**src/sv/atan2_heading_unit_defines.svh**
```systemverilog
// Assertion macros for the heading unit.
// Used by the top level; depends on nothing else.
`ifndef ATAN2_HEADING_UNIT_DEFINES_SVH
`define ATAN2_HEADING_UNIT_DEFINES_SVH

// Same-cycle implication under the asynchronous reset.
`define AHU_ASSERT_IMPLY(label, clk, rst_n, a, c) \
	label: assert property (@(posedge clk) disable iff (!(rst_n)) (a) |-> (c)) \
		else $error("assertion failed");

// Next-cycle implication under the asynchronous reset.
`define AHU_ASSERT_NEXT(label, clk, rst_n, a, c) \
	label: assert property (@(posedge clk) disable iff (!(rst_n)) (a) |=> (c)) \
		else $error("assertion failed");

`endif

```
**src/sv/atan2h_pkg.sv**
```systemverilog
// Shared types, constants and helpers for the heading unit.
// Used by the datapath, the controller and the top level.
package atan2h_pkg;

	localparam int FRAC_BITS = 16;
	localparam int IFRAC = 30;
	localparam int ANGLE_W = FRAC_BITS + 3;
	localparam int HEAD_W = FRAC_BITS + 9;
	localparam int OUT_SHIFT = IFRAC - FRAC_BITS;
	localparam int WIDE_W = 42;
	localparam int RAD_W = 34;

	localparam logic signed [WIDE_W-1:0] K_PI =
		WIDE_W'(((64'd3141590 << IFRAC) + 64'd500000) / 64'd1000000);
	localparam logic signed [WIDE_W-1:0] K_HALF_PI =
		WIDE_W'(((64'd1570800 << IFRAC) + 64'd500000) / 64'd1000000);
	localparam logic signed [WIDE_W-1:0] K_THREE_HALF_PI =
		WIDE_W'(((64'd4712390 << IFRAC) + 64'd500000) / 64'd1000000);
	localparam logic signed [WIDE_W-1:0] K_QUARTER_PI =
		WIDE_W'(((64'd785398 << IFRAC) + 64'd500000) / 64'd1000000);
	localparam logic signed [WIDE_W-1:0] K_THREE_QUARTER_PI =
		WIDE_W'(((64'd2356190 << IFRAC) + 64'd500000) / 64'd1000000);
	localparam logic [35:0] K_RAD2DEG =
		36'(((64'd57295800 << IFRAC) + 64'd500000) / 64'd1000000);
	localparam logic signed [WIDE_W-1:0] DEG_90 = WIDE_W'(64'd90 << IFRAC);
	localparam logic signed [WIDE_W-1:0] DEG_180 = WIDE_W'(64'd180 << IFRAC);
	localparam logic signed [WIDE_W-1:0] DEG_270 = WIDE_W'(64'd270 << IFRAC);
	localparam logic signed [WIDE_W-1:0] DEG_360 = WIDE_W'(64'd360 << IFRAC);
	localparam logic [29:0] SERIES_FLOOR = 30'd107;
	// Reciprocal of three scaled by 2^33; exact for dividends below 2^32.
	localparam logic [35:0] RECIP_3 = 36'h0AAAAAAAB;

	localparam logic [4:0] OP_NONE = 5'd0;
	localparam logic [4:0] OP_LOAD = 5'd1;
	localparam logic [4:0] OP_DIV_T = 5'd2;
	localparam logic [4:0] OP_GET_T = 5'd3;
	localparam logic [4:0] OP_MUL_T2 = 5'd4;
	localparam logic [4:0] OP_DIV_Y = 5'd5;
	localparam logic [4:0] OP_GET_Y = 5'd6;
	localparam logic [4:0] OP_DIV_F = 5'd7;
	localparam logic [4:0] OP_GET_F = 5'd8;
	localparam logic [4:0] OP_DIV_3 = 5'd9;
	localparam logic [4:0] OP_GET_TERM0 = 5'd10;
	localparam logic [4:0] OP_ACC = 5'd11;
	localparam logic [4:0] OP_MUL_TY = 5'd12;
	localparam logic [4:0] OP_MUL_K = 5'd13;
	localparam logic [4:0] OP_DIV_K = 5'd14;
	localparam logic [4:0] OP_GET_TERM = 5'd15;
	localparam logic [4:0] OP_MUL_SF = 5'd16;
	localparam logic [4:0] OP_GET_ATAN = 5'd17;
	localparam logic [4:0] OP_RAD = 5'd18;
	localparam logic [4:0] OP_MUL_DEG = 5'd19;
	localparam logic [4:0] OP_HEAD = 5'd20;

	typedef struct packed {
		logic signed [23:0] delta_x;
		logic signed [23:0] delta_z;
	} req_t;

	typedef struct packed {
		logic signed [ANGLE_W-1:0] angle_rad;
		logic [HEAD_W-1:0] heading_deg;
		logic undefined_dir;
	} res_t;

	typedef struct packed {
		logic [4:0] op;
	} cmd_t;

	typedef struct packed {
		logic special;
		logic div_done;
		logic k_end;
		logic term_small;
	} stat_t;

	// Rounds a Q30 value to the output fraction, ties away from zero.
	function automatic logic [WIDE_W-1:0] to_out(input logic signed [WIDE_W-1:0] v);
		logic [WIDE_W-1:0] m;
		logic [WIDE_W-1:0] r;
		m = v[WIDE_W-1] ? WIDE_W'(-v) : WIDE_W'(v);
		r = (m + (WIDE_W'(1) << (OUT_SHIFT - 1))) >> OUT_SHIFT;
		if (v[WIDE_W-1]) begin
			r = ~r + WIDE_W'(1);
		end
		return r;
	endfunction

endpackage

```
**src/sv/atan2_heading_unit.sv**
```systemverilog
// A zero, axis or diagonal vector skips the divisions and the series; any other vector
// runs its divisions, one per series term among them, through the one shared 32-step
// divider. One request at a time; busy is high until the result strobe, and the next
// request may start in the strobe cycle.
// Reset (arst_n low) returns the controller to idle and clears the strobe.
// Depends on atan2h_pkg, atan2h_ctrl, atan2h_dp and the assertion macros.
`include "atan2_heading_unit_defines.svh"
module atan2_heading_unit #(
	parameter int SERIES_LIMIT = 100
) (
	input  logic             clk,
	input  logic             arst_n,
	input  logic             start,
	output logic             busy,
	input  atan2h_pkg::req_t request,
	output atan2h_pkg::res_t result,
	output logic             done
);

	atan2h_pkg::cmd_t cmd;
	atan2h_pkg::stat_t stat;
	logic res_zero;

	atan2h_ctrl u_ctrl (
		.clk    (clk),
		.arst_n (arst_n),
		.start  (start),
		.stat   (stat),
		.cmd    (cmd),
		.busy   (busy)
	);

	atan2h_dp #(
		.SERIES_LIMIT (SERIES_LIMIT)
	) u_dp (
		.clk     (clk),
		.arst_n  (arst_n),
		.request (request),
		.cmd     (cmd),
		.stat    (stat),
		.result  (result),
		.done    (done)
	);

	assign res_zero = result.angle_rad == '0 && result.heading_deg == '0;

	`AHU_ASSERT_IMPLY(a_done_idle, clk, arst_n, done, !busy)
	`AHU_ASSERT_NEXT(a_start_busy, clk, arst_n, start && !busy, busy)
	`AHU_ASSERT_IMPLY(a_undef_zero, clk, arst_n, done && result.undefined_dir, res_zero)

endmodule

```
**src/sv/atan2h_div.sv**
```systemverilog
// Restoring divider, one quotient bit per cycle, 32 quotient bits.
// Standalone; used by the datapath. The quotient must be below 2^32.
module atan2h_div (
	input  logic        clk,
	input  logic        arst_n,
	input  logic        go,
	input  logic [63:0] dividend,
	input  logic [31:0] divisor,
	output logic [31:0] quotient,
	output logic        ready
);

	logic [31:0] rem_q;
	logic [31:0] low_q;
	logic [31:0] div_q;
	logic [4:0]  cnt_q;
	logic        active_q;
	logic        ready_q;
	logic [32:0] trial;
	logic        ge;

	assign trial = {rem_q, low_q[31]};
	assign ge = trial >= {1'b0, div_q};

	always_ff @(posedge clk or negedge arst_n) begin
		if (!arst_n) begin
			active_q <= 1'b0;
			ready_q <= 1'b0;
			cnt_q <= '0;
		end else begin
			ready_q <= 1'b0;
			if (go) begin
				active_q <= 1'b1;
				cnt_q <= 5'd31;
			end else if (active_q) begin
				cnt_q <= cnt_q - 5'd1;
				if (cnt_q == 5'd0) begin
					active_q <= 1'b0;
					ready_q <= 1'b1;
				end
			end
		end
	end

	always_ff @(posedge clk) begin
		if (go) begin
			rem_q <= dividend[63:32];
			low_q <= dividend[31:0];
			div_q <= divisor;
		end else if (active_q) begin
			rem_q <= ge ? 32'(trial - {1'b0, div_q}) : trial[31:0];
			low_q <= {low_q[30:0], ge};
		end
	end

	assign quotient = low_q;
	assign ready = ready_q;

endmodule

```
**src/sv/atan2h_dp.sv**
```systemverilog
// Datapath: operand registers, shared multiplier, divider and output stage.
// Depends on atan2h_pkg and atan2h_div; driven by the controller's commands.
module atan2h_dp #(
	parameter int SERIES_LIMIT = 100
) (
	input  logic              clk,
	input  logic              arst_n,
	input  atan2h_pkg::req_t  request,
	input  atan2h_pkg::cmd_t  cmd,
	output atan2h_pkg::stat_t stat,
	output atan2h_pkg::res_t  result,
	output logic              done
);

	localparam int KW = $clog2(SERIES_LIMIT + 2);

	logic signed [23:0] x_q, z_q;
	logic [23:0] ax, az, num, den;
	logic [29:0] t_q, t2_q, y_q, f_q, term_q;
	logic [31:0] sum_q, atan_q;
	logic [KW-1:0] k_q;
	logic [63:0] prod_q;
	logic signed [atan2h_pkg::RAD_W-1:0] rad_q, rad_c;
	atan2h_pkg::res_t result_q;
	logic done_q;

	logic div_go;
	logic [63:0] dividend;
	logic [31:0] divisor, quotient;
	logic div_ready;
	logic [31:0] mul_a;
	logic [35:0] mul_b;
	logic [67:0] mul_p;
	logic [atan2h_pkg::RAD_W-1:0] rad_mag;

	assign ax = x_q[23] ? 24'(-x_q) : 24'(x_q);
	assign az = z_q[23] ? 24'(-z_q) : 24'(z_q);
	assign num = (az < ax) ? az : ax;
	assign den = (az < ax) ? ax : az;

	assign stat.special = (x_q == 24'sd0) || (z_q == 24'sd0) || (ax == az);
	assign stat.div_done = div_ready;
	assign stat.k_end = k_q >= KW'(SERIES_LIMIT);
	assign stat.term_small = term_q <= atan2h_pkg::SERIES_FLOOR;

	always_comb begin
		div_go = 1'b1;
		dividend = '0;
		divisor = 32'd1;
		case (cmd.op)
			atan2h_pkg::OP_DIV_T: begin
				dividend = {10'd0, num, 30'd0};
				divisor = {8'd0, den};
			end
			atan2h_pkg::OP_DIV_Y: begin
				dividend = {4'd0, prod_q[59:30], 30'd0};
				divisor = 32'(1 << atan2h_pkg::IFRAC) + {2'd0, prod_q[59:30]};
			end
			atan2h_pkg::OP_DIV_F: begin
				dividend = {4'd0, t_q, 30'd0};
				divisor = 32'(1 << atan2h_pkg::IFRAC) + {2'd0, t2_q};
			end
			atan2h_pkg::OP_DIV_K: begin
				dividend = prod_q;
				divisor = 32'(k_q) + 32'd1;
			end
			default: begin
				div_go = 1'b0;
			end
		endcase
	end

	atan2h_div u_div (
		.clk      (clk),
		.arst_n   (arst_n),
		.go       (div_go),
		.dividend (dividend),
		.divisor  (divisor),
		.quotient (quotient),
		.ready    (div_ready)
	);

	assign rad_mag = rad_q[atan2h_pkg::RAD_W-1] ? atan2h_pkg::RAD_W'(-rad_q)
		: atan2h_pkg::RAD_W'(rad_q);

	always_comb begin
		case (cmd.op)
			atan2h_pkg::OP_MUL_T2: begin
				mul_a = {2'd0, t_q};
				mul_b = {6'd0, t_q};
			end
			atan2h_pkg::OP_DIV_3: begin
				mul_a = {1'b0, y_q, 1'b0};
				mul_b = atan2h_pkg::RECIP_3;
			end
			atan2h_pkg::OP_MUL_TY: begin
				mul_a = {2'd0, term_q};
				mul_b = {6'd0, y_q};
			end
			atan2h_pkg::OP_MUL_K: begin
				mul_a = prod_q[61:30];
				mul_b = 36'(k_q);
			end
			atan2h_pkg::OP_MUL_SF: begin
				mul_a = sum_q;
				mul_b = {6'd0, f_q};
			end
			default: begin
				mul_a = 32'(rad_mag[atan2h_pkg::RAD_W-1:8]);
				mul_b = atan2h_pkg::K_RAD2DEG;
			end
		endcase
	end

	assign mul_p = mul_a * mul_b;

	always_comb begin
		logic signed [atan2h_pkg::RAD_W-1:0] v, vv, inner;
		logic a0neg, a1neg, a1pos, a0pos;
		v = {2'b00, atan_q};
		vv = '0;
		inner = '0;
		a0neg = 1'b0;
		a1neg = 1'b0;
		a0pos = 1'b0;
		a1pos = 1'b0;
		rad_c = '0;
		if (x_q == 24'sd0 && z_q == 24'sd0) begin
			rad_c = '0;
		end else if (z_q == 24'sd0) begin
			rad_c = (x_q > 24'sd0) ? '0 : atan2h_pkg::RAD_W'(atan2h_pkg::K_PI);
		end else if (x_q == 24'sd0) begin
			rad_c = (z_q > 24'sd0) ? atan2h_pkg::RAD_W'(atan2h_pkg::K_HALF_PI)
				: atan2h_pkg::RAD_W'(-atan2h_pkg::K_HALF_PI);
		end else if (ax == az) begin
			if (z_q[23] == x_q[23]) begin
				rad_c = (z_q > 24'sd0) ? atan2h_pkg::RAD_W'(atan2h_pkg::K_QUARTER_PI)
					: atan2h_pkg::RAD_W'(-atan2h_pkg::K_THREE_QUARTER_PI);
			end else begin
				rad_c = (x_q > 24'sd0) ? atan2h_pkg::RAD_W'(-atan2h_pkg::K_QUARTER_PI)
					: atan2h_pkg::RAD_W'(atan2h_pkg::K_THREE_QUARTER_PI);
			end
		end else begin
			if (az < ax) begin
				a0neg = z_q[23];
				a1neg = x_q[23];
			end else begin
				a0neg = x_q[23];
				a1neg = z_q[23];
			end
			a0pos = !a0neg;
			a1pos = !a1neg;
			vv = (a0neg != a1neg) ? -v : v;
			if (a1pos) begin
				inner = vv;
			end else if (a0pos) begin
				inner = atan2h_pkg::RAD_W'(atan2h_pkg::K_PI) + vv;
			end else begin
				inner = vv - atan2h_pkg::RAD_W'(atan2h_pkg::K_PI);
			end
			if (az < ax) begin
				rad_c = inner;
			end else if (x_q > 24'sd0 || z_q > 24'sd0) begin
				rad_c = atan2h_pkg::RAD_W'(atan2h_pkg::K_HALF_PI) - inner;
			end else begin
				rad_c = -atan2h_pkg::RAD_W'(atan2h_pkg::K_THREE_HALF_PI) - inner;
			end
		end
	end

	always_ff @(posedge clk) begin
		case (cmd.op)
			atan2h_pkg::OP_LOAD: begin
				x_q <= request.delta_x;
				z_q <= request.delta_z;
			end
			atan2h_pkg::OP_GET_T: t_q <= quotient[29:0];
			atan2h_pkg::OP_DIV_Y: t2_q <= prod_q[59:30];
			atan2h_pkg::OP_GET_Y: y_q <= quotient[29:0];
			atan2h_pkg::OP_GET_F: f_q <= quotient[29:0];
			atan2h_pkg::OP_GET_TERM0: begin
				term_q <= prod_q[62:33];
				sum_q <= 32'(1 << atan2h_pkg::IFRAC);
				k_q <= KW'(4);
			end
			atan2h_pkg::OP_ACC: sum_q <= sum_q + {2'd0, term_q};
			atan2h_pkg::OP_GET_TERM: begin
				term_q <= quotient[29:0];
				k_q <= k_q + KW'(2);
			end
			atan2h_pkg::OP_GET_ATAN: atan_q <= prod_q[61:30];
			atan2h_pkg::OP_RAD: rad_q <= rad_c;
			default: begin
			end
		endcase
		if (cmd.op == atan2h_pkg::OP_MUL_T2 || cmd.op == atan2h_pkg::OP_MUL_TY ||
			cmd.op == atan2h_pkg::OP_MUL_K || cmd.op == atan2h_pkg::OP_MUL_SF ||
			cmd.op == atan2h_pkg::OP_MUL_DEG || cmd.op == atan2h_pkg::OP_DIV_3) begin
			prod_q <= mul_p[63:0];
		end
	end

	always_ff @(posedge clk) begin
		logic signed [atan2h_pkg::WIDE_W-1:0] deg, head;
		logic [atan2h_pkg::WIDE_W-1:0] ro, ho;
		if (cmd.op == atan2h_pkg::OP_HEAD) begin
			deg = atan2h_pkg::WIDE_W'(prod_q[59:22]);
			if (rad_q[atan2h_pkg::RAD_W-1]) begin
				deg = -deg;
			end
			head = atan2h_pkg::DEG_90 - deg;
			if (z_q > 24'sd0 && head[atan2h_pkg::WIDE_W-1]) begin
				head = head + atan2h_pkg::DEG_360;
			end
			if (x_q == 24'sd0) begin
				head = (z_q > 24'sd0) ? '0 : atan2h_pkg::DEG_180;
			end else if (z_q == 24'sd0) begin
				head = (x_q > 24'sd0) ? atan2h_pkg::DEG_90 : atan2h_pkg::DEG_270;
			end
			ro = atan2h_pkg::to_out(atan2h_pkg::WIDE_W'(rad_q));
			ho = atan2h_pkg::to_out(head);
			if (x_q == 24'sd0 && z_q == 24'sd0) begin
				result_q.angle_rad <= '0;
				result_q.heading_deg <= '0;
				result_q.undefined_dir <= 1'b1;
			end else begin
				result_q.angle_rad <= ro[atan2h_pkg::ANGLE_W-1:0];
				result_q.heading_deg <= ho[atan2h_pkg::HEAD_W-1:0];
				result_q.undefined_dir <= 1'b0;
			end
		end
	end

	always_ff @(posedge clk or negedge arst_n) begin
		if (!arst_n) begin
			done_q <= 1'b0;
		end else begin
			done_q <= cmd.op == atan2h_pkg::OP_HEAD;
		end
	end

	assign result = result_q;
	assign done = done_q;

endmodule

```
**src/sv/atan2h_ctrl.sv**
```systemverilog
// Controller state machine sequencing divisions, products and the series.
// Depends on atan2h_pkg; talks to the datapath by command and status only.
module atan2h_ctrl (
	input  logic              clk,
	input  logic              arst_n,
	input  logic              start,
	input  atan2h_pkg::stat_t stat,
	output atan2h_pkg::cmd_t  cmd,
	output logic              busy
);

	localparam logic [4:0] S_IDLE = 5'd0;
	localparam logic [4:0] S_DT = 5'd1;
	localparam logic [4:0] S_WT = 5'd2;
	localparam logic [4:0] S_MT2 = 5'd3;
	localparam logic [4:0] S_DY = 5'd4;
	localparam logic [4:0] S_WY = 5'd5;
	localparam logic [4:0] S_DF = 5'd6;
	localparam logic [4:0] S_WF = 5'd7;
	localparam logic [4:0] S_D3 = 5'd8;
	localparam logic [4:0] S_W3 = 5'd9;
	localparam logic [4:0] S_CHK = 5'd10;
	localparam logic [4:0] S_MTY = 5'd11;
	localparam logic [4:0] S_MK = 5'd12;
	localparam logic [4:0] S_DK = 5'd13;
	localparam logic [4:0] S_WK = 5'd14;
	localparam logic [4:0] S_MSF = 5'd15;
	localparam logic [4:0] S_GA = 5'd16;
	localparam logic [4:0] S_RAD = 5'd17;
	localparam logic [4:0] S_MDEG = 5'd18;
	localparam logic [4:0] S_HEAD = 5'd19;

	logic [4:0] state_q, state_d;

	always_comb begin
		state_d = state_q;
		cmd.op = atan2h_pkg::OP_NONE;
		case (state_q)
			S_IDLE: begin
				if (start) begin
					cmd.op = atan2h_pkg::OP_LOAD;
					state_d = S_DT;
				end
			end
			S_DT: begin
				if (stat.special) begin
					state_d = S_RAD;
				end else begin
					cmd.op = atan2h_pkg::OP_DIV_T;
					state_d = S_WT;
				end
			end
			S_WT: begin
				if (stat.div_done) begin
					cmd.op = atan2h_pkg::OP_GET_T;
					state_d = S_MT2;
				end
			end
			S_MT2: begin
				cmd.op = atan2h_pkg::OP_MUL_T2;
				state_d = S_DY;
			end
			S_DY: begin
				cmd.op = atan2h_pkg::OP_DIV_Y;
				state_d = S_WY;
			end
			S_WY: begin
				if (stat.div_done) begin
					cmd.op = atan2h_pkg::OP_GET_Y;
					state_d = S_DF;
				end
			end
			S_DF: begin
				cmd.op = atan2h_pkg::OP_DIV_F;
				state_d = S_WF;
			end
			S_WF: begin
				if (stat.div_done) begin
					cmd.op = atan2h_pkg::OP_GET_F;
					state_d = S_D3;
				end
			end
			S_D3: begin
				cmd.op = atan2h_pkg::OP_DIV_3;
				state_d = S_W3;
			end
			S_W3: begin
				cmd.op = atan2h_pkg::OP_GET_TERM0;
				state_d = S_CHK;
			end
			S_CHK: begin
				if (stat.k_end) begin
					state_d = S_MSF;
				end else begin
					cmd.op = atan2h_pkg::OP_ACC;
					state_d = stat.term_small ? S_MSF : S_MTY;
				end
			end
			S_MTY: begin
				cmd.op = atan2h_pkg::OP_MUL_TY;
				state_d = S_MK;
			end
			S_MK: begin
				cmd.op = atan2h_pkg::OP_MUL_K;
				state_d = S_DK;
			end
			S_DK: begin
				cmd.op = atan2h_pkg::OP_DIV_K;
				state_d = S_WK;
			end
			S_WK: begin
				if (stat.div_done) begin
					cmd.op = atan2h_pkg::OP_GET_TERM;
					state_d = S_CHK;
				end
			end
			S_MSF: begin
				cmd.op = atan2h_pkg::OP_MUL_SF;
				state_d = S_GA;
			end
			S_GA: begin
				cmd.op = atan2h_pkg::OP_GET_ATAN;
				state_d = S_RAD;
			end
			S_RAD: begin
				cmd.op = atan2h_pkg::OP_RAD;
				state_d = S_MDEG;
			end
			S_MDEG: begin
				cmd.op = atan2h_pkg::OP_MUL_DEG;
				state_d = S_HEAD;
			end
			S_HEAD: begin
				cmd.op = atan2h_pkg::OP_HEAD;
				state_d = S_IDLE;
			end
			default: begin
				state_d = S_IDLE;
			end
		endcase
	end

	always_ff @(posedge clk or negedge arst_n) begin
		if (!arst_n) begin
			state_q <= S_IDLE;
		end else begin
			state_q <= state_d;
		end
	end

	assign busy = state_q != S_IDLE;

endmodule
```
**config.mk**
```make
export PLATFORM = sky130hd
export DESIGN_NAME = atan2_heading_unit
export DESIGN_NICKNAME = d
export VERILOG_FILES = /design/src/sv/atan2h_pkg.sv /design/src/sv/atan2_heading_unit.sv /design/src/sv/atan2h_div.sv /design/src/sv/atan2h_dp.sv /design/src/sv/atan2h_ctrl.sv
export VERILOG_INCLUDE_DIRS = /design/src /design/src/sv
export SDC_FILE = /design/constraint.sdc
export NUM_CORES = 2
export LEC_CHECK = 0
export BUFFER_PORTS_ARGS = -buffer_cell sky130_fd_sc_hd__buf_2
export CAP_MARGIN = 20
export CELL_PAD_IN_SITES_DETAIL_PLACEMENT = 0
export CELL_PAD_IN_SITES_GLOBAL_PLACEMENT = 1
export CORE_MARGIN = 1
export CORE_UTILIZATION = 25
export DETAILED_ROUTE_END_ITERATION = 16
export PLACE_DENSITY_LB_ADDON = 0.25
export SLEW_MARGIN = 20
export SYNTH_ARGS = -nofsm -noshare
export SYNTH_HDL_FRONTEND = slang
export SYNTH_SLANG_ARGS = --single-unit
```
**constraint.sdc**
```tcl
create_clock -name clk -period 13.34 [get_ports clk]
set_clock_uncertainty 0.1 [all_clocks]
set_input_delay 1.334 -clock clk [delete_from_list [all_inputs] [get_ports clk]]
set_output_delay 1.334 -clock clk [all_outputs]
set_load 0.03 [all_outputs]
```
; Yosys cells after proc, flatten, opt, wreduce, memory -nomap -nowiden
; Cells that the tools add are included.
[word_totals]
ff_bits = 521
in_bits = 51
out_inout_bits = 47
wordCells = 206
[op_classes]
n_addsub = 24
n_mul = 1
order_cmp = 6
eq_ne = 47
muxes = 83
bitwise_logic = 2
reduce_logical = 20
[ops]
columns = cell, n
row1 = two-way mux 34 bit, 17
row2 = case mux 64 bit (4 select lines), 1
row3 = two-way mux 42 bit, 6
row4 = two-way mux 32 bit, 6
row5 = case mux 36 bit (5 select lines), 1
row6 = case mux 32 bit (5 select lines), 1
row7 = case mux 32 bit (4 select lines), 1
row8 = case mux 5 bit (20 select lines), 1
row9 = two-way mux 24 bit, 4
row10 = case mux 5 bit (19 select lines), 1
row11 = == test 5 x 4 -> 1 bit (second input constant), 16
row12 = two-way mux 39 bit, 2
row13 = adder 31 x 30 -> 32 bit (first input constant), 2
row14 = multiplier 32 x 36 -> 64 bit, 1
row15 = case mux 32 bit (2 select lines), 1
row16 = case mux 30 bit (2 select lines), 1
row17 = greater-than comparator 24 x 1 -> 1 bit (second input constant), 2
row18 = zero test 24 bit, 2
row19 = negation 24 bit, 2
row20 = == test 5 bit (second input constant), 9
row21 = two-way mux 5 bit, 9
row22 = adder 42 x 40 -> 42 bit (second input constant), 1
row23 = negation 38 -> 42 bit, 1
row24 = subtractor 38 x 42 -> 42 bit (first input constant), 1
row25 = other kinds (47), 94

; Logic depth before layout (Yosys ltp)
[logic_depth]
word_depth = 23
mapped_depth = 47
mapped_depth_nobuf = 44

; By module
; Synthesis repeated with hierarchy kept, for this count alone.
[unflattened]
hier_cells = 7965
hier_area_um2 = 71798.9
[by_module_without_submodules]
columns = mod, n_inst, cells_each, area_each_um2, seq_area_each_um2
row1 = atan2h_dp, 1, 7298, 64818.4, 12366.9
row2 = atan2h_div, 1, 583, 6341.1, 3057.9
row3 = atan2h_ctrl, 1, 84, 639.4, 125.1

; Least setup slack after synthesis
; OpenSTA, ideal clock, no wires.
[synth_timing]
path_type = input to register
startpoint = in start
endpoint = reg u_dp.prod_q[63], data pin
setup_ns = 0.261
arrival_ns = 12.271
required_time_ns = 12.979
setup_slack_ns = 0.707
cell_stages = 41
path_buffers = 2
cell_sequence = and3_1 -> or4_1 -> a211oi_1 -> or4_1 -> or2_2 -> clkbuf_1 -> nor2_1 -> inv_1 -> nand4_1 -> clkbuf_1 -> nand2_1 -> fa_1 -> inv_1 -> fa_1 -> inv_1 -> fa_1 -> fa_1 -> inv_1 -> [5 not listed] -> inv_1 -> ha_1 -> a21o_1 -> a21o_1 -> a21o_1 -> a2111o_1 -> nand2_1 -> o21ai_0 -> o41ai_1 -> a211oi_1 -> o311a_1 -> o21ai_0 -> a31oi_1 -> a41oi_1 -> nand2b_1 -> a31oi_1 -> o21ai_0 -> xnor2_1
[synth_via]
elab_chain_len = 5
word_cells_on_any_way = 10
cone_classes = mul: 1 / eq/ne: 5 / mux: 4
[synth_rtl]
columns = item, line_no
row1 = "start, declared", atan2_heading_unit.sv:13  ; input logic start,
row2 = two-way mux 1 bit *, atan2h_ctrl.sv:40  ; if (start) begin
row3 = case mux 5 bit (20 select lines) *, atan2h_ctrl.sv:38  ; case (state_q)
row4 = "== test 5 bit, or another cell as far along", atan2h_dp.sv:87  ; case (cmd.op)
row5 = case mux 32 bit (5 select lines) or case mux 36 bit (5 select lines) (tied branches), atan2h_dp.sv:87
row6 = multiplier 32 x 36 -> 64 bit *, atan2h_dp.sv:115  ; assign mul_p = mul_a * mul_b;
row7 = named net u_dp.mul_p[63], atan2h_dp.sv:33  ; logic [67:0] mul_p;
row8 = "end signal, assigned", atan2h_dp.sv:199  ; prod_q <= mul_p[63:0];
row9 = "end, declared", atan2h_dp.sv:22  ; logic [63:0] prod_q;
; Mark *: on every way through the listed nets, which the timed path passes. The rest lies on a longest branch.
; A chain may end at the register's enable or synchronous reset.

; Worst setup path in the final report
[layout_timing]
startpoint = reg u_ctrl.state_q[3]
endpoint = reg u_dp.prod_q[63], data pin
[layout_via]
elab_chain_len = 5
word_cells_on_any_way = 29
cone_classes = mul: 1 / eq/ne: 24 / mux: 3 / reduce/logical: 1
[layout_rtl]
columns = item, line_no
row1 = "start, declared", atan2h_ctrl.sv:33  ; logic [4:0] state_q, state_d;
row2 = "start signal, assigned", atan2h_ctrl.sv:147  ; state_q <= state_d;
row3 = "== test 5 bit, or another cell as far along", atan2h_ctrl.sv:38
row4 = case mux 5 bit (20 select lines) *, atan2h_ctrl.sv:38
row5 = "== test 5 bit, or another cell as far along", atan2h_dp.sv:87
row6 = case mux 32 bit (5 select lines) or case mux 36 bit (5 select lines) (tied branches), atan2h_dp.sv:87
row7 = multiplier 32 x 36 -> 64 bit *, atan2h_dp.sv:115
row8 = named net u_dp.mul_p[63], atan2h_dp.sv:33
; Marked as above.

==> results.yml <==
synthesis:
  synth.most_common_cell: "inv_1"
  synth-edff-count: 506
  ys_types: 104
  synth_top_family_by_area: "adder cells"
  syn_inst: 7815
  ys_top_cells_by_area: "fa_1 (28%), edfxtp_1 (22%), ha_1 (7.1%)"
  yosys.area_share.simple_pct: 16.69
  yosys.area.top_type_share_pct: 27.94
  synthMuxAreaShare_pct: 0.9855
  yosys.area_share.adder_pct: 35.01
  synth_xor_xnor_area_share_pct: 5.149
  async_flop_share_pct: 2.505
  synth_warnings: 0
  yosysSeqAreaShare_pct: 21.99
  ys_seq_elements: 519
  synthesis.area_um2: 70590
  synth_flop_cell: "edfxtp_1"
  synth_compound_area_share_pct: 11.59
  synth_area_per_cell_um2: 9.032
  synthTopCellsByCount: "inv_1 (1,238), nand2_1 (1,007), fa_1 (985)"
  yosysTopAreaCell: "fa_1"
detailed_routing:
  ant_nets: 0
  drt-initial-drc-count: 5601
  wirelength_mm: 325.3
  drc_errors: 0
  route.vias.total: 59360
  wl_per_cell_um: 27.54
  first_pass_iters: 9
  via_per_inst: 5.026
worst_setup_path:
  required_ns: 13.65
  worstReg2RegStart: "u_ctrl.state_q[3]"
  r2r_setup_slack_ns: 0.54
  crit_fanout: 13
  cp_slowest_cell: "fa_1"
  critPathLaunchType: "flop"
  worst-r2r-cell-count: 46
  worstPathArrival_ns: 13.11
  path_class: "flop to flop"
  r2r-end: "u_dp.prod_q[63]"
  setup.worst_path.end_class: "flop"
  max_stage_delay_ns: 0.57
grt:
  gr-total-overflow: 0
  grt_use_total_pct: 22.59
  grt_pass1_vias: 59770
  grt_pass1_wl_mm: 457.3
  antenna_found_initial: 20
  grt_max_degree: 76
cts:
  clock_tree.root_cell: "clkbuf_16"
  clk_pin_slew_ns: 0.06
  cts.path.max_buffers: 3
  cts_tree: "built"
  cts_resized: 0
  clock_latency_ns: 0.70
  cts_setup_buffers: 0
  cts.sinks: 519
  cts_max_level: 3
  cts_buffers: 71
  ctsHoldBuffers: 0
sta:
  min_period_ns: 12.80
  slew_headroom_pct: 17.43
  setup_violations: 0
  tightest_slew_ns: 1.239
  slew_viol_final: 0
  fin_ws_ns: 0.5369
  hold_viol_final: 0
  fmaxAchievable_mhz: 78.11
  min_period_over_period_pct: 95.97
  hold-worst-slack_ns: 0.4198
  setup_tns_ns: 0
layout:
  drive_gt1_share_pct: 9.377
  instances_no_fill: 11810
  area_growth_pct: 13.64
  nets: 9463
placed_design:
  place_hpwl_mm: 261.6
  pre_cts_ws_ns: 0.2492
  gp_congestion: 0.9686
  portBuffers: 97
  dp.cells: 11680
floorplan:
  io_pins: 98
  die_h_um: 533.4
  die-area_um2: 284500
  coreArea_um2: 280100
  die_w_um: 533.4
  initial_utilization_pct: 25.20
  fp-row-count: 194
min_path:
  hold_depth: 2
  min-delay-start: "u_dp.t2_q[23]"
  hold_path_class: "flop to flop"
  min_to: "u_dp.u_div.div_q[23]"
job:
  drv_cap: 0
run_status:
  status: "finished clean"
-- registers in the layout, indices dropped and copies added, names as in the netlist, 30 cells and up --
signal / cells
u_dp.u_div.div_q: 31
u_dp.rad_q: 34
u_dp.sum_q: 32
u_dp.t2_q: 30
u_dp.u_div.quotient: 32
u_dp.term_q: 30
u_dp.prod_q: 64
u_dp.atan_q: 32
u_dp.t_q: 30
u_dp.result: 45
u_dp.u_div.rem_q: 32
u_dp.y_q: 30
u_dp.f_q: 30
-- worst max-delay path: cells and delay by family (launching register included) --
| family | cells | cell delay (ns) |
|---|---|---|
| flip-flops | 1 | 0.50 |
| AO/OA/AOI/OAI | 15 | 3.13 |
| buffers and inverters | 11 | 1.56 |
| adder cells (fa/ha/maj) | 9 | 4.05 |
| XOR/XNOR | 1 | 0.17 |
| AND/OR/NAND/NOR | 10 | 2.95 |
-- cell type report --
type                            instances  area, µm²
Clock buffer                           78       1846
Multi-Input combinational cell       5701      49320
Antenna cell                            4      10.01
Timing Repair Buffer                  496       3686
Sequential cell                       519      15520
Tap cell                             3724       4659
Inverter                             1239       4651
Clock inverter                         51      524.3
Fill cell                           29910     199900
-- stage by stage --
step / utilization [%] / area [µm²]
after global routing: 28.63 / 80210
final: 28.64 / 80220
after floorplan: - / 70630
after global placement: 27.75 / 77740
after detailed placement: 27.76 / 77760
after CTS: 28.61 / 80130
-- cell families (layout without fill, tap and decap cells) --
group	count (synthesis)	in the layout
AO/OA/AOI/OAI	1231	1231
XOR/XNOR	415	415
adder cells (fa/ha/maj)	1384	1384
buffers and inverters	1607	1864
flip-flops	519	519
multiplexers	67	67
other	2	18
AND/OR/NAND/NOR	2590	2590
-- layout by cell type (no fill, tap or decap), types with 22 or more instances in the layout --
cell type	n
inv_1	1238
nor3b_1	22
o21ai_0	290
xnor2_1	255
clkbuf_16	73
buf_2	101
o21a_1	30
nand2_1	1005
nor2_1	759
a211oi_1	31
or2_2	37
edfxtp_1	506
nand4_1	51
nand3_1	126
and2_1	86
o31ai_1	45
fa_1	985
a21oi_1	300
nor2b_1	33
buf_4	378
or3_1	51
nor4_1	44
a22o_1	51
a31oi_1	36
ha_1	399
nor3_1	114
a21o_1	73
a222oi_1	39
and3_1	58
xor2_1	159
o41ai_1	24
a22oi_1	60
or4_1	31
nand2b_1	56
mux2i_1	56
-- worst max path at each step --
stage,slack [ns],end,start
CTS,0.14,u_dp.prod_q[63],u_dp.rad_q[4]
global placement,0.22,u_dp.prod_q[63],u_dp.rad_q[4]
global route,-0.006,u_dp.prod_q[63],u_dp.rad_q[4]
finish,0.54,u_dp.prod_q[63],u_ctrl.state_q[3]
floorplan,0.71,u_dp.prod_q[63],start
detailed placement,0.25,u_dp.prod_q[63],start
-- routing by layer --
| metal | up-vias | GRT usage, % | routed length (µm) |
|---|---|---|---|
| met2 | 2134 | 36.22 | 147700 |
| met3 | 367 | 3.601 | 22190 |
| met4 | 4 | 8.059 | 13440 |
| met1 | 30710 | 30.65 | 141900 |
| li1 | 26150 | - | - |
| met5 | - | 0 | 33 |
Power is left out: the tool's default activity adds up to more than one toggle a clock period on the data nets, which glitch-free logic cannot reach.
